===== config.mk =====
export PLATFORM = sky130hd
export DESIGN_NAME = three_level_priority_fifo
export DESIGN_NICKNAME = d
export VERILOG_FILES = /design/src/hw/rtl/tpq_pkg.sv /design/src/hw/rtl/tpq_mem.sv /design/src/hw/rtl/three_level_priority_fifo.sv
export SDC_FILE = /design/constraint.sdc
export NUM_CORES = 2
export LEC_CHECK = 0
export BUFFER_PORTS_ARGS = -buffer_cell sky130_fd_sc_hd__buf_2
export CORE_MARGIN = 4
export CORE_UTILIZATION = 45
export CTS_CLUSTER_DIAMETER = 60
export DETAILED_ROUTE_END_ITERATION = 8
export HOLD_SLACK_MARGIN = 0.08
export PLACE_DENSITY_LB_ADDON = 0.1
export SLEW_MARGIN = 20
export SYNTH_ARGS = -nofsm -noshare
export SYNTH_HDL_FRONTEND = slang
export SYNTH_SLANG_ARGS = --single-unit
export TNS_END_PERCENT = 20

===== constraint.sdc =====
create_clock -name i_clk -period 5.4 [get_ports i_clk]
set_input_delay 0.54 -clock i_clk [delete_from_list [all_inputs] [get_ports i_clk]]
set_output_delay 0.54 -clock i_clk [all_outputs]
set_load 0.03 [all_outputs]

===== src/hw/rtl/tpq_pkg.sv =====
// Shared types and constants for the three-level priority queue.
package tpq_pkg;

    localparam int unsigned NUM_LEVELS      = 3;
    localparam int unsigned LEVEL_DEPTH_DEF = 16;
    localparam int unsigned DATA_W          = 32;
    localparam int unsigned LEVEL_W         = 2;

    // Word returned on every enqueue and on a dequeue that finds nothing.
    localparam logic [DATA_W-1:0] EMPTY_WORD = '1;

    typedef enum logic {
        OP_ENQ = 1'b0,
        OP_DEQ = 1'b1
    } t_opcode;

    typedef enum logic [1:0] {
        ST_OK       = 2'd0,
        ST_FULL     = 2'd1,
        ST_EMPTY    = 2'd2,
        ST_BADLEVEL = 2'd3
    } t_status;

endpackage


===== src/hw/rtl/tpq_mem.sv =====
// Word store shared by the three levels: one write port, one registered read port.
module tpq_mem #(
    parameter int unsigned LEVEL_DEPTH = tpq_pkg::LEVEL_DEPTH_DEF,
    localparam int unsigned ADDR_W = $clog2(tpq_pkg::NUM_LEVELS * LEVEL_DEPTH)
) (
    input  logic                        i_clk,
    input  logic                        i_wr_en,
    input  logic [ADDR_W-1:0]           i_wr_addr,
    input  logic [tpq_pkg::DATA_W-1:0]  i_wr_data,
    input  logic                        i_rd_en,
    input  logic [ADDR_W-1:0]           i_rd_addr,
    output logic [tpq_pkg::DATA_W-1:0]  o_rd_data
);
    import tpq_pkg::*;

    localparam int unsigned MEM_DEPTH = NUM_LEVELS * LEVEL_DEPTH;

    logic [DATA_W-1:0] r_mem [MEM_DEPTH];
    logic [DATA_W-1:0] r_rd_data;

    always_ff @(posedge i_clk) begin
        if (i_wr_en) begin
            r_mem[i_wr_addr] <= i_wr_data;
        end
    end

    // Read data holds until the next read, so a stalled result keeps its word.
    always_ff @(posedge i_clk) begin
        if (i_rd_en) begin
            r_rd_data <= r_mem[i_rd_addr];
        end
    end

    assign o_rd_data = r_rd_data;

endmodule


===== src/hw/rtl/three_level_priority_fifo.sv =====
// Top level of the three-level strict-priority queue.
//
// Usage: the input channel (i_in_valid / o_in_stall) carries one item per
// handshake: an opcode, a 32-bit value and a priority level. An enqueue
// appends the value to the FIFO of its level (1 highest, 3 lowest); a
// dequeue removes the head of the highest level that holds a word.
// Every item produces exactly one result item on the output channel
// (o_out_valid / i_out_stall) with the dequeued word and a status code:
// ok, level full (word dropped), all levels empty, or invalid level.
// The result is registered: the result of an item accepted at one edge is
// presented right after that edge. Throughput is one item per cycle while
// the receiver does not stall; the queue bookkeeping and the store access
// for an item both complete in the cycle it is accepted, using the single
// write and single read port of the word store.
// Reset (synchronous, active low) empties all three levels and drops any
// pending result; the word store itself is not cleared, since only words
// that were written are ever read.
// When the receiver stalls, the result register holds its item and the
// input channel stalls too; a new item is taken in the same cycle the
// held result leaves, so no cycle is lost to the handshake.
module three_level_priority_fifo #(
    parameter int unsigned LEVEL_DEPTH = tpq_pkg::LEVEL_DEPTH_DEF
) (
    input  logic                               i_clk,
    input  logic                               i_rst_n,
    input  logic                               i_in_valid,
    output logic                               o_in_stall,
    input  logic                               i_opcode,
    input  logic signed [tpq_pkg::DATA_W-1:0]  i_value,
    input  logic [tpq_pkg::LEVEL_W-1:0]        i_level,
    output logic                               o_out_valid,
    input  logic                               i_out_stall,
    output logic signed [tpq_pkg::DATA_W-1:0]  o_out_value,
    output logic [1:0]                         o_status
);
    import tpq_pkg::*;

    localparam int unsigned PTR_W  = (LEVEL_DEPTH > 1) ? $clog2(LEVEL_DEPTH) : 1;
    localparam int unsigned CNT_W  = $clog2(LEVEL_DEPTH + 1);
    localparam int unsigned ADDR_W = $clog2(NUM_LEVELS * LEVEL_DEPTH);

    // Per-level queue bookkeeping.
    logic [CNT_W-1:0] r_cnt  [NUM_LEVELS];
    logic [CNT_W-1:0] n_cnt  [NUM_LEVELS];
    logic [PTR_W-1:0] r_head [NUM_LEVELS];
    logic [PTR_W-1:0] n_head [NUM_LEVELS];
    logic [PTR_W-1:0] r_tail [NUM_LEVELS];
    logic [PTR_W-1:0] n_tail [NUM_LEVELS];

    // Result register.
    logic    r_out_valid;
    logic    n_out_valid;
    t_status r_status;
    t_status n_status;
    logic    r_use_data;
    logic    n_use_data;

    logic                  in_acc;
    logic                  is_enq;
    logic [NUM_LEVELS-1:0] lvl_sel;
    logic [NUM_LEVELS-1:0] lvl_full;
    logic [NUM_LEVELS-1:0] lvl_busy;
    logic [NUM_LEVELS-1:0] deq_sel;
    logic [NUM_LEVELS-1:0] enq_go;
    logic [NUM_LEVELS-1:0] deq_go;
    logic [ADDR_W-1:0]     wr_addr;
    logic [ADDR_W-1:0]     rd_addr;
    logic [DATA_W-1:0]     rd_data;

    function automatic logic [PTR_W-1:0] next_pos(input logic [PTR_W-1:0] p);
        return (p == PTR_W'(LEVEL_DEPTH - 1)) ? '0 : p + PTR_W'(1);
    endfunction

    // A new item may enter whenever the result register is free or is being
    // emptied in this cycle.
    assign o_in_stall = r_out_valid && i_out_stall;
    assign in_acc     = i_in_valid && !o_in_stall;
    assign is_enq     = (t_opcode'(i_opcode) == OP_ENQ);

    // Per-level flags and the strict priority pick for a dequeue.
    always_comb begin
        for (int lv = 0; lv < NUM_LEVELS; lv++) begin
            lvl_sel[lv]  = (i_level == LEVEL_W'(lv + 1));
            lvl_full[lv] = (r_cnt[lv] == CNT_W'(LEVEL_DEPTH));
            lvl_busy[lv] = (r_cnt[lv] != '0);
        end
        deq_sel[0] = lvl_busy[0];
        deq_sel[1] = !lvl_busy[0] && lvl_busy[1];
        deq_sel[2] = !lvl_busy[0] && !lvl_busy[1] && lvl_busy[2];
        enq_go = (in_acc && is_enq)  ? (lvl_sel & ~lvl_full) : '0;
        deq_go = (in_acc && !is_enq) ? deq_sel : '0;
    end

    // Each level owns a contiguous slice of the store.
    always_comb begin
        wr_addr = '0;
        rd_addr = '0;
        for (int lv = 0; lv < NUM_LEVELS; lv++) begin
            if (lvl_sel[lv]) begin
                wr_addr = wr_addr | (ADDR_W'(lv * LEVEL_DEPTH) + ADDR_W'(r_tail[lv]));
            end
            if (deq_sel[lv]) begin
                rd_addr = rd_addr | (ADDR_W'(lv * LEVEL_DEPTH) + ADDR_W'(r_head[lv]));
            end
        end
    end

    always_comb begin
        for (int lv = 0; lv < NUM_LEVELS; lv++) begin
            n_cnt[lv]  = r_cnt[lv];
            n_head[lv] = r_head[lv];
            n_tail[lv] = r_tail[lv];
            if (enq_go[lv]) begin
                n_cnt[lv]  = r_cnt[lv] + CNT_W'(1);
                n_tail[lv] = next_pos(r_tail[lv]);
            end else if (deq_go[lv]) begin
                n_cnt[lv]  = r_cnt[lv] - CNT_W'(1);
                n_head[lv] = next_pos(r_head[lv]);
            end
        end
    end

    // Status of the item being accepted.
    always_comb begin
        n_out_valid = r_out_valid && i_out_stall;
        n_status    = r_status;
        n_use_data  = r_use_data;
        if (in_acc) begin
            n_out_valid = 1'b1;
            n_use_data  = 1'b0;
            if (is_enq) begin
                if (i_level == '0) begin
                    n_status = ST_BADLEVEL;
                end else if ((lvl_sel & lvl_full) != '0) begin
                    n_status = ST_FULL;
                end else begin
                    n_status = ST_OK;
                end
            end else if (lvl_busy != '0) begin
                n_status   = ST_OK;
                n_use_data = 1'b1;
            end else begin
                n_status = ST_EMPTY;
            end
        end
    end

    always_ff @(posedge i_clk) begin
        if (!i_rst_n) begin
            r_out_valid <= 1'b0;
            for (int lv = 0; lv < NUM_LEVELS; lv++) begin
                r_cnt[lv]  <= '0;
                r_head[lv] <= '0;
                r_tail[lv] <= '0;
            end
        end else begin
            r_out_valid <= n_out_valid;
            for (int lv = 0; lv < NUM_LEVELS; lv++) begin
                r_cnt[lv]  <= n_cnt[lv];
                r_head[lv] <= n_head[lv];
                r_tail[lv] <= n_tail[lv];
            end
        end
    end

    always_ff @(posedge i_clk) begin
        r_status   <= n_status;
        r_use_data <= n_use_data;
    end

    tpq_mem #(
        .LEVEL_DEPTH (LEVEL_DEPTH)
    ) u_mem (
        .i_clk     (i_clk),
        .i_wr_en   (enq_go != '0),
        .i_wr_addr (wr_addr),
        .i_wr_data (i_value),
        .i_rd_en   (deq_go != '0),
        .i_rd_addr (rd_addr),
        .o_rd_data (rd_data)
    );

    assign o_out_valid = r_out_valid;
    assign o_status    = r_status;
    assign o_out_value = r_use_data ? rd_data : EMPTY_WORD;

`ifndef SYNTHESIS
    // No level ever holds more words than it has room for.
    a_cnt_bound: assert property (@(posedge i_clk) disable iff (!i_rst_n)
        r_cnt[0] <= CNT_W'(LEVEL_DEPTH) && r_cnt[1] <= CNT_W'(LEVEL_DEPTH)
        && r_cnt[2] <= CNT_W'(LEVEL_DEPTH))
        else $error("level fill count exceeds depth");

    // One item touches at most one level.
    a_one_level: assert property (@(posedge i_clk) disable iff (!i_rst_n)
        $countones(enq_go | deq_go) <= 1)
        else $error("more than one level updated by one item");

    // A dequeue that finds every level empty reports it.
    a_empty_deq: assert property (@(posedge i_clk) disable iff (!i_rst_n)
        in_acc && !is_enq && lvl_busy == '0 |=> o_out_valid && r_status == ST_EMPTY)
        else $error("empty dequeue not reported");

    // An enqueue with level zero is rejected and leaves the queues alone.
    a_bad_level: assert property (@(posedge i_clk) disable iff (!i_rst_n)
        in_acc && is_enq && i_level == '0
        |=> o_out_valid && r_status == ST_BADLEVEL && $stable(r_cnt[0])
            && $stable(r_cnt[1]) && $stable(r_cnt[2]))
        else $error("invalid level not rejected");

    // The input side only stalls behind a held result.
    a_stall_cause: assert property (@(posedge i_clk) disable iff (!i_rst_n)
        o_in_stall |-> o_out_valid)
        else $error("input stalled with no pending result");
`endif

endmodule

==> flow_summary.ini <==
[floorplan]
pin_count = 75
placementRows = 137
placeableCoreArea_mm2 = 0.140
die_x_um = 384
die_y_um = 384
die_area_mm2 = 0.148
start_util = 0.455

[sta]
holdWs_ns = 0.273
maxSlewHeadroom = 0.206
setup_viol_count_final = 0
period_share = 0.843
finalHoldViolations = 0
tightest_slew_ns = 1.19
skew_ns = 0.0313
fmax_ghz = 0.220
drv_slew = 0
rsz0062_at_grt = no
layout_min_cycle_time_ns = 4.55
fin_setup_tns_ns = 0

[logic_synthesis]
synthCells = 4197
synth_top_area_share = 0.740
yosys_warnings = 0
synth.cell_area_mm2 = 0.0637
syn_nets = 4254
synth_common_cells = edfxtp_1 (1571), nand2_1 (829), mux2i_1 (383)
synth.area.top_cells = edfxtp_1 (74%), mux2i_1 (6.0%), nand2_1 (4.9%), and3_1 (2.0%), dfxtp_1 (1.3%)
synth_most_common_cell = edfxtp_1
synth_ff_type = edfxtp_1
seq_area_frac_synth = 0.753
ys_types = 67
yosysTopAreaCell = edfxtp_1
async_reset_ff_frac = 0
synth_edf_count = 1571
ys_ff_latch = 1611
syn_avg_cell_area_um2 = 15.2

[global_routing]
grt_first_pass_wirelength_um = 270000
grt-ovfl-total = 0
grt_max_degree = 162
grt_pass1_vias = 35684
antenna_found_initial = 18
track_usage = 0.259

[critical_path]
crit_type = flop to flop
path_delay_family = compound AO/OA/AOI/OAI gates
startpoint = r_cnt[0][0]$_SDFFE_PN0P_
worstPathCellList = or4_4, a2111oi_2, a221o_4, buf_12, buf_12, buf_4, mux2i_1, o22ai_1, nor4_1, o2111ai_1
path_buf_inv = 3
cp_common_cell = buf_12
r2r_slack_ns = 0.85
cp.required_ns = 5.90
cp_slowest_stage_delay_ns = 0.66
endpoint_kind = flop
start_kind = flop
r2r_start = r_cnt[0][0]$_SDFFE_PN0P_
crit_fanout = 39
cp.arrival_ns = 5.06
critPathSlowestCell = a2111oi_2

[clock_network]
cts_resized = 0
worst_skew_pair.late_latency_ns = 0.80
htree_levels = 4
cts_tree = built
cts_sinks = 1611
cts_made_buffers = 171
path_clk_slew_ns = 0.06
clk_path_buf_depth = 3
cts_root_buf = clkbuf_16

[hold_path]
worstHoldStart = i_out_stall
hold_class = input pin to flop

[route]
first_iter_violations = 4098
drtAntennaViolNets = 0
wl_per_cell_um = 30.3
routed_wl_um = 193000
vias = 37878
avgViaCountPerCell = 5.95
remaining_drc_errors = 0
dr.pass1.iters = 6

[placed_design]
dpl.hpwl_um = 105000
dp.cells = 6054
portBuffers = 74
place.gp.congestion = 0.780

[cells_and_area]
final_nets = 4411
finalNonFillerCells = 6371
drive_above_1_share = 0.124
areaGrowthSynthToFinish_pct = 14.1

[run_status]
status = completed

[job]
maxCapViolCount = 0

[power_and_ir_drop]
pwr_density_cell_mw_per_mm2 = 590
p_leak_nw = 25.7
ir_drop_mv = 1.08
[layout by cell type, fill, tap and decap left out, drive strengths merged, types with 37 or more instances in the layout]
cell type / synthesis / layout
a211oi: 72 / 72
a311oi: 37 / 37
a31oi: 67 / 67
and3: 199 / 199
buf: 118 / 235
clkbuf: 136 / 230
clkinv: 1 / 61
dfxtp: 40 / 40
edfxtp: 1571 / 1571
mux2i: 383 / 383
nand2: 830 / 830
nand3: 135 / 135
nor2: 69 / 69
o22ai: 122 / 122
[power breakdown]
part	internal (mW)	leakage [nW]	total, mW	switching, mW
sequential	14.0	14.5	14.2	0.222
clock	6.25	2.52	11.0	4.79
combinational	6.21	8.71	17.6	11.4
[final cells by class]
| class | instances | area, um^2 |
|---|---|---|
| Antenna cell | 6 | 15.0 |
| Clock buffer | 230 | 4590 |
| Clock inverter | 78 | 627 |
| Fill cell | 11564 | 67300 |
| Inverter | 10 | 37.5 |
| Multi-Input combinational cell | 2322 | 14900 |
| Sequential cell | 1611 | 48000 |
| Tap cell | 1876 | 2350 |
| Timing Repair Buffer | 238 | 2180 |
[worst register-to-register path: stages (launching register included)]
cell and delay, ns:
dfxtp_1 0.38, or4_4 0.61, a2111oi_2 0.66, a221o_4 0.60, buf_12 0.34, buf_12 0.33
buf_4 0.24, mux2i_1 0.21, o22ai_1 0.10, nor4_1 0.56, o2111ai_1 0.22
[routing by layer]
metal	wire, um	track usage	vias to the layer above
li1	-	-	16468
met1	82900	0.372	19505
met2	87500	0.394	1593
met3	16400	0.0563	308
met4	6040	0.0851	4
met5	26	0	-
[repair_timing]
item | CTS | global route
hold buffers | 3 | 0
hold endpoints to repair | 3 | 0
buffers inserted | 0 | 0
[flip-flops by register name, indices dropped and copies added, names as in the netlist]
signal and cells:
o_out_valid 1, o_status 2, r_cnt 15, r_head 12, r_tail 12, r_use_data 1
u_mem.o_rd_data 32, u_mem.r_mem 1536
[path summary, 6_finish.rpt]
| kind | endpoint | depth (start not counted) |
|---|---|---|
| worst min register to register | r_tail[0][5]$_SDFFE_PN0P_ | 2 |
| worst max-delay path | u_mem.o_rd_data[14]$_DFFE_PP_ | 10 |
| worst min-delay path | o_status[1]$_DFFE_PN_ | 3 |
| worst max register to register | u_mem.o_rd_data[14]$_DFFE_PP_ | 10 |
[cells by family (layout without fill, tap and decap cells)]
group                      after synthesis  in the layout  synth area share
AOI/OAI and AO/OA                      504            504            0.0574
xor gates and xnor gates                18             18           0.00247
adders and majority gates               18             18           0.00389
buffers and inverters                  264            556            0.0202
DFF                                   1611           1611             0.753
muxes                                  417            417            0.0662
other                                    0              6                 0
and+or+nand+nor                       1365           1365            0.0970
[through the flow]
step	utilization	setup WS (ns)	instance area [um^2]	total power, mW
finish	0.519	0.848	72700	42.9
global route	0.519	0.690	72700	44.9
CTS	0.519	0.879	72700	43.1
detailed placement	0.482	0.913	67400	32.1
global placement	0.481	0.934	67400	32.0
floorplan	-	1.37	63700	26.3
Note: power is estimated with default switching activity, not from simulation.
